File: config.mk
export PLATFORM = sky130hd
export DESIGN_NAME = unsigned_to_ascii_digits_unit_flat
export DESIGN_NICKNAME = d
export VERILOG_FILES = /design/src/rtl/core/u2a_pkg.sv /design/src/rtl/core/u2a_number_if.sv /design/src/rtl/core/u2a_digits_if.sv /design/src/rtl/core/u2a_bcd_conv.sv /design/src/rtl/core/u2a_out_reg.sv /design/src/rtl/core/unsigned_to_ascii_digits_unit.sv /design/src/flat_wrapper.sv
export SDC_FILE = /design/constraint.sdc
export NUM_CORES = 1
export LEC_CHECK = 0
export ABC_AREA = 1
export BUFFER_PORTS_ARGS = -buffer_cell sky130_fd_sc_hd__buf_2
export CORE_MARGIN = 5
export CORE_UTILIZATION = 46
export CTS_CLUSTER_SIZE = 30
export DETAILED_ROUTE_END_ITERATION = 16
export SLEW_MARGIN = 20
export SYNTH_ARGS = -nofsm -noshare
export SYNTH_HDL_FRONTEND = slang
export SYNTH_SLANG_ARGS = --single-unit
File: constraint.sdc
create_clock -name clk -period 9.5 [get_ports clk]
set_clock_uncertainty 0.15 [all_clocks]
set_input_delay 1.425 -clock clk [delete_from_list [all_inputs] [get_ports clk]]
set_output_delay 1.425 -clock clk [all_outputs]
set_load 0.03 [all_outputs]
File: src/rtl/core/u2a_pkg.sv
`timescale 1ns / 1ps
package u2a_pkg;

	// Field widths
	localparam int VALUE_W  = 64;
	localparam int FORMAT_W = 2;
	localparam int CHAR_W   = 7;
	localparam int COUNT_W  = 5;

	// Conversion widths
	localparam int NARROW_WIDTH = 32;
	localparam int WIDE_WIDTH   = 64;
	localparam int MAX_OUT      = 16;

	// Digit counts: decimal digits of the largest narrow value, hex nibbles
	localparam int DEC_DIGITS  = (NARROW_WIDTH * 30103) / 100000 + 1;
	localparam int HEXN_DIGITS = (NARROW_WIDTH + 3) / 4;
	localparam int HEXW_DIGITS = (WIDE_WIDTH + 3) / 4;
	localparam int DIG_MAX0    = (DEC_DIGITS > HEXN_DIGITS) ? DEC_DIGITS : HEXN_DIGITS;
	localparam int DIG_MAX     = (DIG_MAX0 > HEXW_DIGITS) ? DIG_MAX0 : HEXW_DIGITS;
	localparam int DIG_BITS    = 4 * DIG_MAX;
	localparam int BCD_W       = 4 * DEC_DIGITS;
	localparam int HEXN_BITS   = 4 * HEXN_DIGITS;
	localparam int HEXW_BITS   = 4 * HEXW_DIGITS;
	localparam int LEFT_W      = $clog2(DIG_MAX + 1);
	localparam int CONV_CNT_W  = $clog2(NARROW_WIDTH + 1);

	// ASCII offsets
	localparam logic [CHAR_W-1:0] ASCII_ZERO = 7'd48;
	localparam logic [CHAR_W-1:0] ALPHA_UP   = 7'd55;
	localparam logic [CHAR_W-1:0] ALPHA_LO   = 7'd87;
	localparam logic [3:0]        DIGIT_TEN  = 4'd10;

	typedef enum logic [FORMAT_W-1:0] {
		FMT_DEC    = 2'd0,
		FMT_HEX_UP = 2'd1,
		FMT_HEX_LO = 2'd2,
		FMT_HEX_LX = 2'd3
	} fmt_t;

	typedef enum logic [1:0] {
		ST_IDLE,
		ST_CONV,
		ST_SKIP,
		ST_EMIT
	} st_t;

	typedef struct packed {
		logic [CHAR_W-1:0]  character;
		logic               last;
		logic [COUNT_W-1:0] digit_count;
	} result_t;

	// Map one digit to its ASCII character
	function automatic logic [CHAR_W-1:0] digit_char(input logic [3:0] d, input logic lower);
		logic [CHAR_W-1:0] base;
		base = (d < DIGIT_TEN) ? ASCII_ZERO : (lower ? ALPHA_LO : ALPHA_UP);
		return base + CHAR_W'(d);
	endfunction

endpackage

File: src/rtl/core/u2a_number_if.sv
`timescale 1ns / 1ps
interface u2a_number_if;
	logic                        valid;
	logic                        ready;
	logic [u2a_pkg::VALUE_W-1:0]  value;
	logic [u2a_pkg::FORMAT_W-1:0] format;

	modport source (output valid, output value, output format, input ready);
	modport sink (input valid, input value, input format, output ready);
endinterface

File: src/rtl/core/u2a_digits_if.sv
`timescale 1ns / 1ps
interface u2a_digits_if;
	logic                        valid;
	logic                        ready;
	logic [u2a_pkg::CHAR_W-1:0]  character;
	logic                        last;
	logic [u2a_pkg::COUNT_W-1:0] digit_count;

	modport source (output valid, output character, output last, output digit_count,
		input ready);
	modport sink (input valid, input character, input last, input digit_count,
		output ready);
endinterface

File: src/rtl/core/u2a_bcd_conv.sv
`timescale 1ns / 1ps
module u2a_bcd_conv (
	input  logic                              clk,
	input  logic                              arst_n,
	input  logic                              start,
	input  logic [u2a_pkg::NARROW_WIDTH-1:0]  value,
	output logic                              done,
	output logic [u2a_pkg::BCD_W-1:0]         bcd
);

	logic [u2a_pkg::NARROW_WIDTH-1:0] sh_q;
	logic [u2a_pkg::BCD_W-1:0]        bcd_q;
	logic [u2a_pkg::BCD_W-1:0]        adj;
	logic [u2a_pkg::CONV_CNT_W-1:0]   cnt_q;
	logic                             run_q;
	logic                             done_q;

	// Add three to every BCD digit of five or more before the shift
	always_comb begin
		for (int i = 0; i < u2a_pkg::DEC_DIGITS; i++) begin
			adj[4*i +: 4] = (bcd_q[4*i +: 4] >= 4'd5) ? bcd_q[4*i +: 4] + 4'd3
				: bcd_q[4*i +: 4];
		end
	end

	// Advance one binary bit per cycle, most significant first
	always_ff @(posedge clk or negedge arst_n) begin
		if (!arst_n) begin
			run_q  <= 1'b0;
			done_q <= 1'b0;
			cnt_q  <= '0;
		end else begin
			done_q <= run_q && (cnt_q == u2a_pkg::CONV_CNT_W'(1));
			if (start) begin
				run_q <= 1'b1;
				cnt_q <= u2a_pkg::CONV_CNT_W'(u2a_pkg::NARROW_WIDTH);
			end else if (run_q) begin
				cnt_q <= cnt_q - u2a_pkg::CONV_CNT_W'(1);
				if (cnt_q == u2a_pkg::CONV_CNT_W'(1)) begin
					run_q <= 1'b0;
				end
			end
		end
	end

	// Shift the value out and the BCD word in
	always_ff @(posedge clk) begin
		if (start) begin
			sh_q  <= value;
			bcd_q <= '0;
		end else if (run_q) begin
			sh_q  <= sh_q << 1;
			bcd_q <= {adj[u2a_pkg::BCD_W-2:0], sh_q[u2a_pkg::NARROW_WIDTH-1]};
		end
	end

	assign done = done_q;
	assign bcd  = bcd_q;

endmodule

File: src/rtl/core/u2a_out_reg.sv
`timescale 1ns / 1ps
module u2a_out_reg (
	input  logic               clk,
	input  logic               arst_n,
	input  logic               push,
	input  u2a_pkg::result_t   data,
	output logic               take,
	u2a_digits_if.source       digits
);

	logic             valid_q;
	u2a_pkg::result_t data_q;

	// Free when empty or when the held result transfers now
	assign take = !valid_q || digits.ready;

	always_ff @(posedge clk or negedge arst_n) begin
		if (!arst_n) begin
			valid_q <= 1'b0;
		end else if (take) begin
			valid_q <= push;
		end
	end

	// Hold the payload until it transfers
	always_ff @(posedge clk) begin
		if (take && push) begin
			data_q <= data;
		end
	end

	assign digits.valid       = valid_q;
	assign digits.character   = data_q.character;
	assign digits.last        = data_q.last;
	assign digits.digit_count = data_q.digit_count;

endmodule

File: src/rtl/core/unsigned_to_ascii_digits_unit.sv
// Hex items pass from the input transfer through the skip state to the output register;
//   decimal items first go through the bit-serial BCD converter, one input bit at a time,
//   most significant first. The digit shifter drops leading zero digits before emission.
// Throughput: one character per cycle while the output is not stalled; a new item is taken
//   only once the last character of the previous one is in the output register.
// Reset: arst_n clears the state machine and the valid flags; the payload is not reset.
`timescale 1ns / 1ps
module unsigned_to_ascii_digits_unit (
	input  logic        clk,
	input  logic        arst_n,
	u2a_number_if.sink  number,
	u2a_digits_if.source digits
);

	u2a_pkg::st_t state_q;
	u2a_pkg::st_t state_nx;

	logic [u2a_pkg::DIG_BITS-1:0] dig_q;
	logic [u2a_pkg::LEFT_W-1:0]   ndig_q;
	logic [u2a_pkg::COUNT_W-1:0]  left_q;
	logic [u2a_pkg::COUNT_W-1:0]  tot_q;
	logic                         lower_q;

	logic                         accept;
	logic                         conv_start;
	logic                         conv_done;
	logic [u2a_pkg::BCD_W-1:0]    bcd;
	logic                         skip_shift;
	logic                         push;
	logic                         take;
	logic [3:0]                   top_dig;
	logic [u2a_pkg::COUNT_W-1:0]  total;
	u2a_pkg::result_t             res;
	u2a_pkg::fmt_t                fmt;

	assign fmt     = u2a_pkg::fmt_t'(number.format);
	assign top_dig = dig_q[u2a_pkg::DIG_BITS-1 -: 4];
	assign total   = (int'(ndig_q) > u2a_pkg::MAX_OUT) ? u2a_pkg::COUNT_W'(u2a_pkg::MAX_OUT)
		: u2a_pkg::COUNT_W'(ndig_q);

	u2a_bcd_conv u_conv (
		.clk    (clk),
		.arst_n (arst_n),
		.start  (conv_start),
		.value  (number.value[u2a_pkg::NARROW_WIDTH-1:0]),
		.done   (conv_done),
		.bcd    (bcd)
	);

	// Next state
	always_comb begin
		state_nx = state_q;
		case (state_q)
			u2a_pkg::ST_IDLE: begin
				if (number.valid) begin
					state_nx = (fmt == u2a_pkg::FMT_DEC) ? u2a_pkg::ST_CONV : u2a_pkg::ST_SKIP;
				end
			end
			u2a_pkg::ST_CONV: begin
				if (conv_done) begin
					state_nx = u2a_pkg::ST_SKIP;
				end
			end
			u2a_pkg::ST_SKIP: begin
				if (!skip_shift) begin
					state_nx = u2a_pkg::ST_EMIT;
				end
			end
			u2a_pkg::ST_EMIT: begin
				if (push && left_q == u2a_pkg::COUNT_W'(1)) begin
					state_nx = u2a_pkg::ST_IDLE;
				end
			end
			default: state_nx = u2a_pkg::ST_IDLE;
		endcase
	end

	// State outputs
	always_comb begin
		number.ready = 1'b0;
		skip_shift   = 1'b0;
		push         = 1'b0;
		case (state_q)
			u2a_pkg::ST_IDLE: number.ready = 1'b1;
			u2a_pkg::ST_SKIP: skip_shift = (top_dig == 4'd0) && (ndig_q > u2a_pkg::LEFT_W'(1));
			u2a_pkg::ST_EMIT: push = take;
			default: ;
		endcase
	end

	assign accept     = number.valid && number.ready;
	assign conv_start = accept && (fmt == u2a_pkg::FMT_DEC);

	always_ff @(posedge clk or negedge arst_n) begin
		if (!arst_n) begin
			state_q <= u2a_pkg::ST_IDLE;
		end else begin
			state_q <= state_nx;
		end
	end

	// Load digits, drop leading zeros, then shift one digit out per transfer
	always_ff @(posedge clk) begin
		if (accept) begin
			lower_q <= (fmt == u2a_pkg::FMT_HEX_LO) || (fmt == u2a_pkg::FMT_HEX_LX);
			if (fmt == u2a_pkg::FMT_HEX_UP) begin
				dig_q  <= u2a_pkg::DIG_BITS'(u2a_pkg::HEXN_BITS'(
					number.value[u2a_pkg::NARROW_WIDTH-1:0]))
					<< (u2a_pkg::DIG_BITS - u2a_pkg::HEXN_BITS);
				ndig_q <= u2a_pkg::LEFT_W'(u2a_pkg::HEXN_DIGITS);
			end else begin
				dig_q  <= u2a_pkg::DIG_BITS'(u2a_pkg::HEXW_BITS'(
					number.value[u2a_pkg::WIDE_WIDTH-1:0]))
					<< (u2a_pkg::DIG_BITS - u2a_pkg::HEXW_BITS);
				ndig_q <= u2a_pkg::LEFT_W'(u2a_pkg::HEXW_DIGITS);
			end
		end else if (state_q == u2a_pkg::ST_CONV && conv_done) begin
			dig_q  <= u2a_pkg::DIG_BITS'(bcd) << (u2a_pkg::DIG_BITS - u2a_pkg::BCD_W);
			ndig_q <= u2a_pkg::LEFT_W'(u2a_pkg::DEC_DIGITS);
		end else if (state_q == u2a_pkg::ST_SKIP) begin
			if (skip_shift) begin
				dig_q  <= dig_q << 4;
				ndig_q <= ndig_q - u2a_pkg::LEFT_W'(1);
			end else begin
				left_q <= total;
				tot_q  <= total;
			end
		end else if (push) begin
			dig_q  <= dig_q << 4;
			left_q <= left_q - u2a_pkg::COUNT_W'(1);
		end
	end

	assign res.character   = u2a_pkg::digit_char(top_dig, lower_q);
	assign res.last        = (left_q == u2a_pkg::COUNT_W'(1));
	assign res.digit_count = tot_q;

	u2a_out_reg u_out (
		.clk    (clk),
		.arst_n (arst_n),
		.push   (push),
		.data   (res),
		.take   (take),
		.digits (digits)
	);

endmodule

File: src/flat_wrapper.sv
// flat-port wrapper written by rule: the top's interface ports become plain ports
module unsigned_to_ascii_digits_unit_flat 
  (clk, arst_n, number_valid, number_value, number_format, number_ready, digits_valid, digits_character, digits_last, digits_digit_count, digits_ready);
  u2a_number_if number_i ();
  u2a_digits_if digits_i ();
  input  logic clk;
  input  logic arst_n;
  input wire logic [$bits(number_i.valid)-1:0] number_valid;
  input wire logic [$bits(number_i.value)-1:0] number_value;
  input wire logic [$bits(number_i.format)-1:0] number_format;
  output wire logic [$bits(number_i.ready)-1:0] number_ready;
  output wire logic [$bits(digits_i.valid)-1:0] digits_valid;
  output wire logic [$bits(digits_i.character)-1:0] digits_character;
  output wire logic [$bits(digits_i.last)-1:0] digits_last;
  output wire logic [$bits(digits_i.digit_count)-1:0] digits_digit_count;
  input wire logic [$bits(digits_i.ready)-1:0] digits_ready;
  assign number_i.valid = number_valid;
  assign number_i.value = number_value;
  assign number_i.format = number_format;
  assign number_ready = number_i.ready;
  assign digits_valid = digits_i.valid;
  assign digits_character = digits_i.character;
  assign digits_last = digits_i.last;
  assign digits_digit_count = digits_i.digit_count;
  assign digits_i.ready = digits_ready;
  unsigned_to_ascii_digits_unit u_core (.clk(clk), .arst_n(arst_n), .number(number_i), .digits(digits_i));
endmodule
==> metrics.md, run 1 <==
| Metric | Value |
|---|---|
| Max VDD drop | `0.1552 mV` |
| Yosys cell types | `37` |
| Detailed placement HPWL | `14.25 mm` |
| Die area | `0.02223 mm2` |
| Initial antenna violation count | `0` |
| Clk Tree Root Cell | `clkbuf_16` |
| Height of the die | `149.1 um` |
| Pwr dens | `352.2 mW/mm2` |
| FF-to-FF End | `u_core.u_conv.cnt_q[1]` |
| Synth area leader | `edfxtp_1` |
| Fill cell count | `1809` |
| R2R Setup Slk | `6020 ps` |
| Met2 usage | `0.3152` |
| Final routed DRC violation total | `0` |
| CTS tree | `done` |
| Starting Density | `0.4711` |
| Primary FF master, synth | `edfxtp_1` |
| Min-delay worst type | `reg -> reg` |
| Status | `complete, no violations` |
| Switching Share | `0.3831` |
| Final nets | `1153` |
| Finished Layout Cells | `1321` |
| Hold Buf Count CTS | `0` |
| Post-cts resize count | `0` |
| Bufs on Longest Clock Path | `2` |
| Worst slew pin tran | `920.1 ps` |
| R2R Path Start | `u_core.state_q[0]` |
| Hold worst-path end | `u_core.u_out.digits.digit_count[4]` |
| Slew Limit Headroom | `0.3866` |
| Antenna viol nets, final | `0` |
| H-tree Lvls | `4` |
| P_leak | `4.293 nW` |
| I/O Buffers | `84` |
| Final period util | `0.3905` |
| Combinational share of power | `0.362` |
| Final hold vios | `0` |
| Clk slew on worst S/H paths | `70 ps` |
| Routed WL | `20.53 mm` |
| Internal power | `0.002162 W` |
| Met3 Track Usage GR | `0.04132` |
| Kind of critical path | `in -> reg` |
| Register area | `0.004830 mm2` |
| Initial DRC Count | `413` |
| Yosys reg bits | `176` |
| GRT busiest layer | `met2` |
| Fmax | `269.6 MHz` |
| Synth cell count leaders | `200 x nand2_1, 149 x o21ai_0, 125 x edfxtp_1, 115 x inv_1, 83 x nor2_1` |
| CP max FO | `80` |
| Multi-input logic area | `0.003333 mm2` |
| Num CTS Buffers | `17` |
| Layout cells sized above 1 | `0.1301` |
| Number of diodes | `0` |
| Synth warnings | `0` |
| Final Critical Period | `3709 ps` |
| TNS Setup | `0 ps` |
| Area of the core | `0.01889 mm2` |
| Final global-route overflow total | `0` |
| Hold Path Depth | `0` |
| Vias in the first global route | `6450` |
| Number of synthesized flops with an enable pin | `125` |
| WL per Instance | `15.54 um` |
| First-pass GRT wire length | `33.26 mm` |
| Setup Fix Bufs, Post-CTS | `0` |
| # Max-Cap Violations | `0` |
| Met1 Resource Use GR | `0.2583` |
| GRT Util Overall | `0.1912` |
| Placed cell count | `1290` |
| Vias | `6636` |
| Register area share after synthesis | `0.5426` |
| Core Util, Final | `0.5266` |
| Worst Path Required | `9670 ps` |
| Largest net degree at the start of global routing | `81` |
| Synth area leaders | `edfxtp_1 42%, dfxtp_1 9.0%, nand2_1 8.4%` |
| Switching pwr | `0.001343 W` |
| Post-Syn Area | `0.008901 mm2` |
| Reg2Reg Depth | `10` |
| Skew-Pair Late Insertion Delay | `430 ps` |
| Worst EP arrival | `3880 ps` |
| Vias per cell | `5.023` |
| Syn_area_per_cell | `9.009 um2` |
| Worst Setup End Kind | `flip-flop` |
| RSZ-0062 raised after global routing | `false` |
| GPL Wtd Cong | `0.8018` |
| Synth-to-layout area growth | `11.78%` |
| Post-Synthesis Cells | `988` |
| Final setup vio count | `0` |
| Slew Limit Fails | `0` |
| CTS Sinks | `176` |
| Sequential power share | `0.445` |
| # IOs | `85` |
| Row count | `50` |
| Min-delay src | `u_core.tot_q[4]` |
| Post-synth top area share | `0.4217` |
| DRT Pass-1 Iters | `5` |
| Synth async-reset ratio | `0.06250` |
| Post-synth net total | `1092` |
| Crit path launch type | `primary input` |
| Most numerous cell in the Yosys netlist | `nand2_1` |
| Clock power share | `0.193` |
| Die W | `149.1 um` |
## cells by family after synthesis
family	synth area share
xor gates and xnor gates	0.007872
and+or+nand+nor	0.1501
buffers and inverters	0.08378
adders and majority gates	0.04864
AOI/OAI and AO/OA	0.1670
DFF	0.5426
## critical path: stages
cell	delay (ps)
buf_2	120
nand2_4	220
clkinv_4	340
nand2_8	360
nand2_2	150
buf_4	560
inv_1	390
a21oi_1	230
inv_1	50
## worst max-delay path by stage
stage / start / end / slack (ps)
floorplan: digits_ready / u_core.dig_q[0] / 4170
global placement: number_valid / u_core.u_conv.cnt_q[1] / 5350
detailed placement: number_valid / u_core.u_conv.cnt_q[1] / 5300
CTS: number_valid / u_core.u_conv.cnt_q[1] / 5750
global route: number_valid / u_core.u_conv.cnt_q[1] / 5510
finish: number_valid / u_core.u_conv.cnt_q[1] / 5790
## power groups by stage
stage | Combinational (W) | Sequential (W) | Clock, W
3_5_place_dp | 0.00128 | 0.00157 | 0
4_1_cts | 0.00129 | 0.00156 | 0.000689
5_1_grt | 0.00149 | 0.00160 | 0.000726
6_report | 0.00127 | 0.00156 | 0.000678
2_1_floorplan | 0.000976 | 0.00155 | 0
3_3_place_gp | 0.00126 | 0.00157 | 0
## state kept, by name (all words and copies together) (netlist names), 5 cells and up
signal                           flops
u_core.u_conv.cnt_q                  6
u_core.tot_q                         5
u_core.u_out.digits.digit_count      5
u_core.dig_q                        64
u_core.left_q                        5
u_core.u_conv.sh_q                  32
u_core.u_out.digits.character        7
u_core.u_conv.bcd                   40
u_core.ndig_q                        5
## metrics by stage
step           hold WS, ps  total power, W  instance area, um2  worst slack [ps]
2_1_floorplan        250.3        0.002528                8901              4168
3_3_place_gp         256.8        0.002826                9389              5355
3_5_place_dp         254.5        0.002854                9389              5298
4_1_cts              271.1        0.003537                9950              5750
5_1_grt              283.1        0.003815                9950              5505
6_report             270.1        0.003505                9950              5791
## cell usage in the layout, fill, tap and decap left out, types with 4 or more instances in the layout
master / Yosys / final
dfxtp_1: 40 / 40
o22ai_1: 15 / 15
clkbuf_16: 0 / 17
nand2_1: 200 / 200
nor2_1: 83 / 82
a21oi_1: 62 / 62
edfxtp_1: 125 / 125
inv_1: 115 / 115
o211ai_1: 7 / 7
xor2_1: 7 / 7
o21ai_1: 39 / 39
o22ai_2: 6 / 6
nand3_1: 24 / 24
o21ai_0: 149 / 149
dfrtp_1: 11 / 11
nor3_1: 4 / 4
ha_1: 33 / 33
clkinv_4: 1 / 5
buf_2: 19 / 84
## layer usage
layer | share of wire | wire [um]
met1 | 0.46 | 9544
met4 | 0.014 | 287
met2 | 0.47 | 9641
met3 | 0.051 | 1057
met5 | 0 | 0
## area by class of cell
| class | instances | share of cell area |
|---|---|---|
| tap | 260 | 0.03270 |
| clock buffer | 17 | 0.04276 |
| sequential | 176 | 0.4854 |
| timing repair buffer | 87 | 0.04452 |
| multi-input combinational | 647 | 0.3350 |
| clock inverter | 14 | 0.01358 |
| inverter | 120 | 0.04603 |
No activity file was read; power rests on OpenSTA's default activity.
==> inputs of run 2 (changes only) <==
Settings changed: PLACE_DENSITY from default to 0.67.
Clock period 9.5 ns to 3.11 ns, I/O delays scaled along.
==> run 2 against run 1 <==
Compared with the run above: sequential power grew to 3.0 times the previous value; die area is the same; routed wire length is essentially flat; global-route usage shrank 0.30 points; clock-buffer cell count is the same; worst setup slack lost 5500 ps; critical path depth shrank 2; via count grew 3.6%; register-to-register slack lost 5700 ps; final cell count grew 0.53%; non-clock buffer count grew 6; design area grew 1.7%.
==> metrics.md, run 2 (synthesized netlist as in run 1, its figures left out) <==
| Metric | Value |
|---|---|
| Kind of critical path | `reg -> reg` |
| Max FFs per register | `64 (unchanged)` |
| Slew Limit Fails | `0 (unchanged)` |
| Slew Limit Headroom | `0.3936 (+0.007053)` |
| Combinational share of power | `0.360 (-0.002)` |
| TNS Setup | `0 ps (unchanged)` |
| Clk slew on worst S/H paths | `70 ps (about the same)` |
| # IOs | `85 (unchanged)` |
| Switching Share | `0.3713 (-0.01179)` |
| Final routed DRC violation total | `0 (unchanged)` |
| Total power | `0.01112 W (+220%)` |
| CTS tree | `done` |
| Initial DRC Count | `595 (+44%)` |
| Row count | `50 (unchanged)` |
| Register area | `0.004830 mm2 (unchanged)` |
| Fill cell count | `1778 (-1.7%)` |
| Worst slew pin tran | `908.2 ps (-11.90 ps)` |
| Worst Setup End Kind | `flip-flop` |
| Final Critical Period | `2801 ps` |
| Max VDD drop | `0.4755 mV (+210%)` |
| Setup Fix Bufs, Post-CTS | `0 (unchanged)` |
| Fmax | `357.0 MHz` |
| Hold Buf Count CTS | `1 (+1)` |
| GRT Util Overall | `0.1882 (-0.002994)` |
| Synth-to-layout area growth | `13.68%` |
| First-pass GRT wire length | `32.79 mm (-1.4%)` |
| Final hold vios | `0 (unchanged)` |
| Bufs on Longest Clock Path | `2 (unchanged)` |
| Sequential power share | `0.426 (-0.019)` |
| Most common cell after layout, fill and taps aside | `nand2_1` |
| Commonest cells after routing, fill and taps aside | `199 x nand2_1, 149 x o21ai_0, 125 x edfxtp_1` |
| Top reg by flops | `u_core.dig_q` |
| Vias | `6874 (+3.6%)` |
| Post-cts resize count | `0 (unchanged)` |
| # Max-Cap Violations | `0 (unchanged)` |
| Die area | `0.02223 mm2 (unchanged)` |
| WL per Instance | `15.45 um (-0.59%)` |
| Switching pwr | `0.004128 W (+210%)` |
| Routed WL | `20.52 mm (about the same)` |
| Clk Tree Root Cell | `clkbuf_16` |
| Layout cells sized above 1 | `0.1348 (+0.004765)` |
| Initial antenna violation count | `0 (unchanged)` |
| Internal power | `0.006989 W (+220%)` |
| RSZ-0062 raised after global routing | `false` |
| Area of the core | `0.01889 mm2 (unchanged)` |
| Number of diodes | `0 (unchanged)` |
| Vias in the first global route | `6490 (+0.62%)` |
| P_leak | `4.382 nW (+2.1%)` |
| Vias per cell | `5.176 (+3.0%)` |
| CTS Sinks | `176 (unchanged)` |
| Worst EP arrival | `2810 ps (-1070 ps)` |
| GPL Wtd Cong | `0.8139 (+1.5%)` |
| Final nets | `1159 (+0.52%)` |
| Min-delay worst type | `in -> reg` |
| Largest net degree at the start of global routing | `62 (-23%)` |
| Starting Density | `0.4711 (unchanged)` |
| Multi-input logic area | `0.003336 mm2 (about the same)` |
| Pwr dens | `1099 mW/mm2 (+210%)` |
| Skew-Pair Late Insertion Delay | `430 ps (about the same)` |
| DRT Pass-1 Iters | `5 (unchanged)` |
| CP max FO | `61 (-24%)` |
| Status | `complete, no violations` |
| Die W | `149.1 um (unchanged)` |
| Worst Path Required | `3110 ps (-6560 ps)` |
| Height of the die | `149.1 um (unchanged)` |
| Antenna viol nets, final | `0 (unchanged)` |
| Final period util | `0.9007` |
| Clock power share | `0.214 (+0.021)` |
| Final global-route overflow total | `0 (unchanged)` |
| Crit path launch type | `flip-flop` |
| Num CTS Buffers | `17 (unchanged)` |
| Detailed placement HPWL | `14.41 mm (+1.1%)` |
| H-tree Lvls | `4 (unchanged)` |
| I/O Buffers | `84 (unchanged)` |
| Final setup vio count | `0 (unchanged)` |
-- run 2: cell types whose count changed in the layout (fill, tap and decap cells not counted), sizes merged --
cell / before / now
clkinvlp: 4 / 2
inv: 123 / 124
dlygate4sd3: 0 / 1
buf: 87 / 92
clkinv: 6 / 4
bufinv: 1 / 5
-- run 2: path summary, 6_finish.rpt --
check                                   from                                 end  slack, ps  cells past startpoint
min in group asynchronous             arst_n           u_core.u_out.digits.valid        320                      2
max in group asynchronous             arst_n              u_core.u_conv.cnt_q[2]       2250                      2
max reg2reg                u_core.state_q[0]              u_core.u_conv.sh_q[13]        310                      7
max                        u_core.state_q[0]              u_core.u_conv.sh_q[13]        310                      7
min                             digits_ready           u_core.u_out.digits.valid        180                      4
min reg2reg                  u_core.tot_q[1]  u_core.u_out.digits.digit_count[1]        270                      0
-- run 2: cell type report --
cell class                      instances  area share
Clock buffer                           17     0.04204
Multi-Input combinational cell        647      0.3297
Inverter                              120     0.04526
Tap cell                              260     0.03215
Sequential cell                       176      0.4773
Clock inverter                         15     0.02263
Timing Repair Buffer                   93     0.05095
-- run 2: worst max-delay path, stage by stage (launching register included) --
cell      delay (ps)
dfrtp_1          400
inv_1            100
ha_1             280
nand2_4          300
clkinv_4         330
nand2_8          280
buf_4            480
o21ai_0          180
-- run 2: per-stage QoR --
| step | util | hold WS, ps | cell area, um2 | worst slack [ps] | std cells |
|---|---|---|---|---|---|
| 5_1_grt | 0.5356 | 182.5 | 10120 | 60.70 | 1328 |
| 3_5_place_dp | 0.5004 | 223.3 | 9454 | 298.5 | 1295 |
| 6_report | 0.5356 | 180.1 | 10120 | 308.9 | 1328 |
| 4_1_cts | 0.5356 | 164.7 | 10120 | 279.6 | 1328 |
| 2_1_floorplan | - | 20.91 | 8909 | 129.6 | 988 |
| 3_3_place_gp | 0.5004 | 225.5 | 9454 | 380.5 | 1295 |
-- run 2: power groups by stage --
stage	clock network, W	registers, W	logic, W
6_report	0.00237	0.00474	0.00401
5_1_grt	0.00250	0.00484	0.00463
4_1_cts	0.00241	0.00473	0.00404
3_5_place_dp	0	0.00476	0.00399
3_3_place_gp	0	0.00475	0.00390
2_1_floorplan	0	0.00470	0.00300
-- run 2: layer usage --
layer / vias up / global-route usage / wire [um]
li1: 3468 / - / -
met1: 3161 / 0.2443 / 8835
met2: 226 / 0.3236 / 10080
met3: 19 / 0.03707 / 1329
met4: 0 / 0.04897 / 273
met5: - / 0 / 0
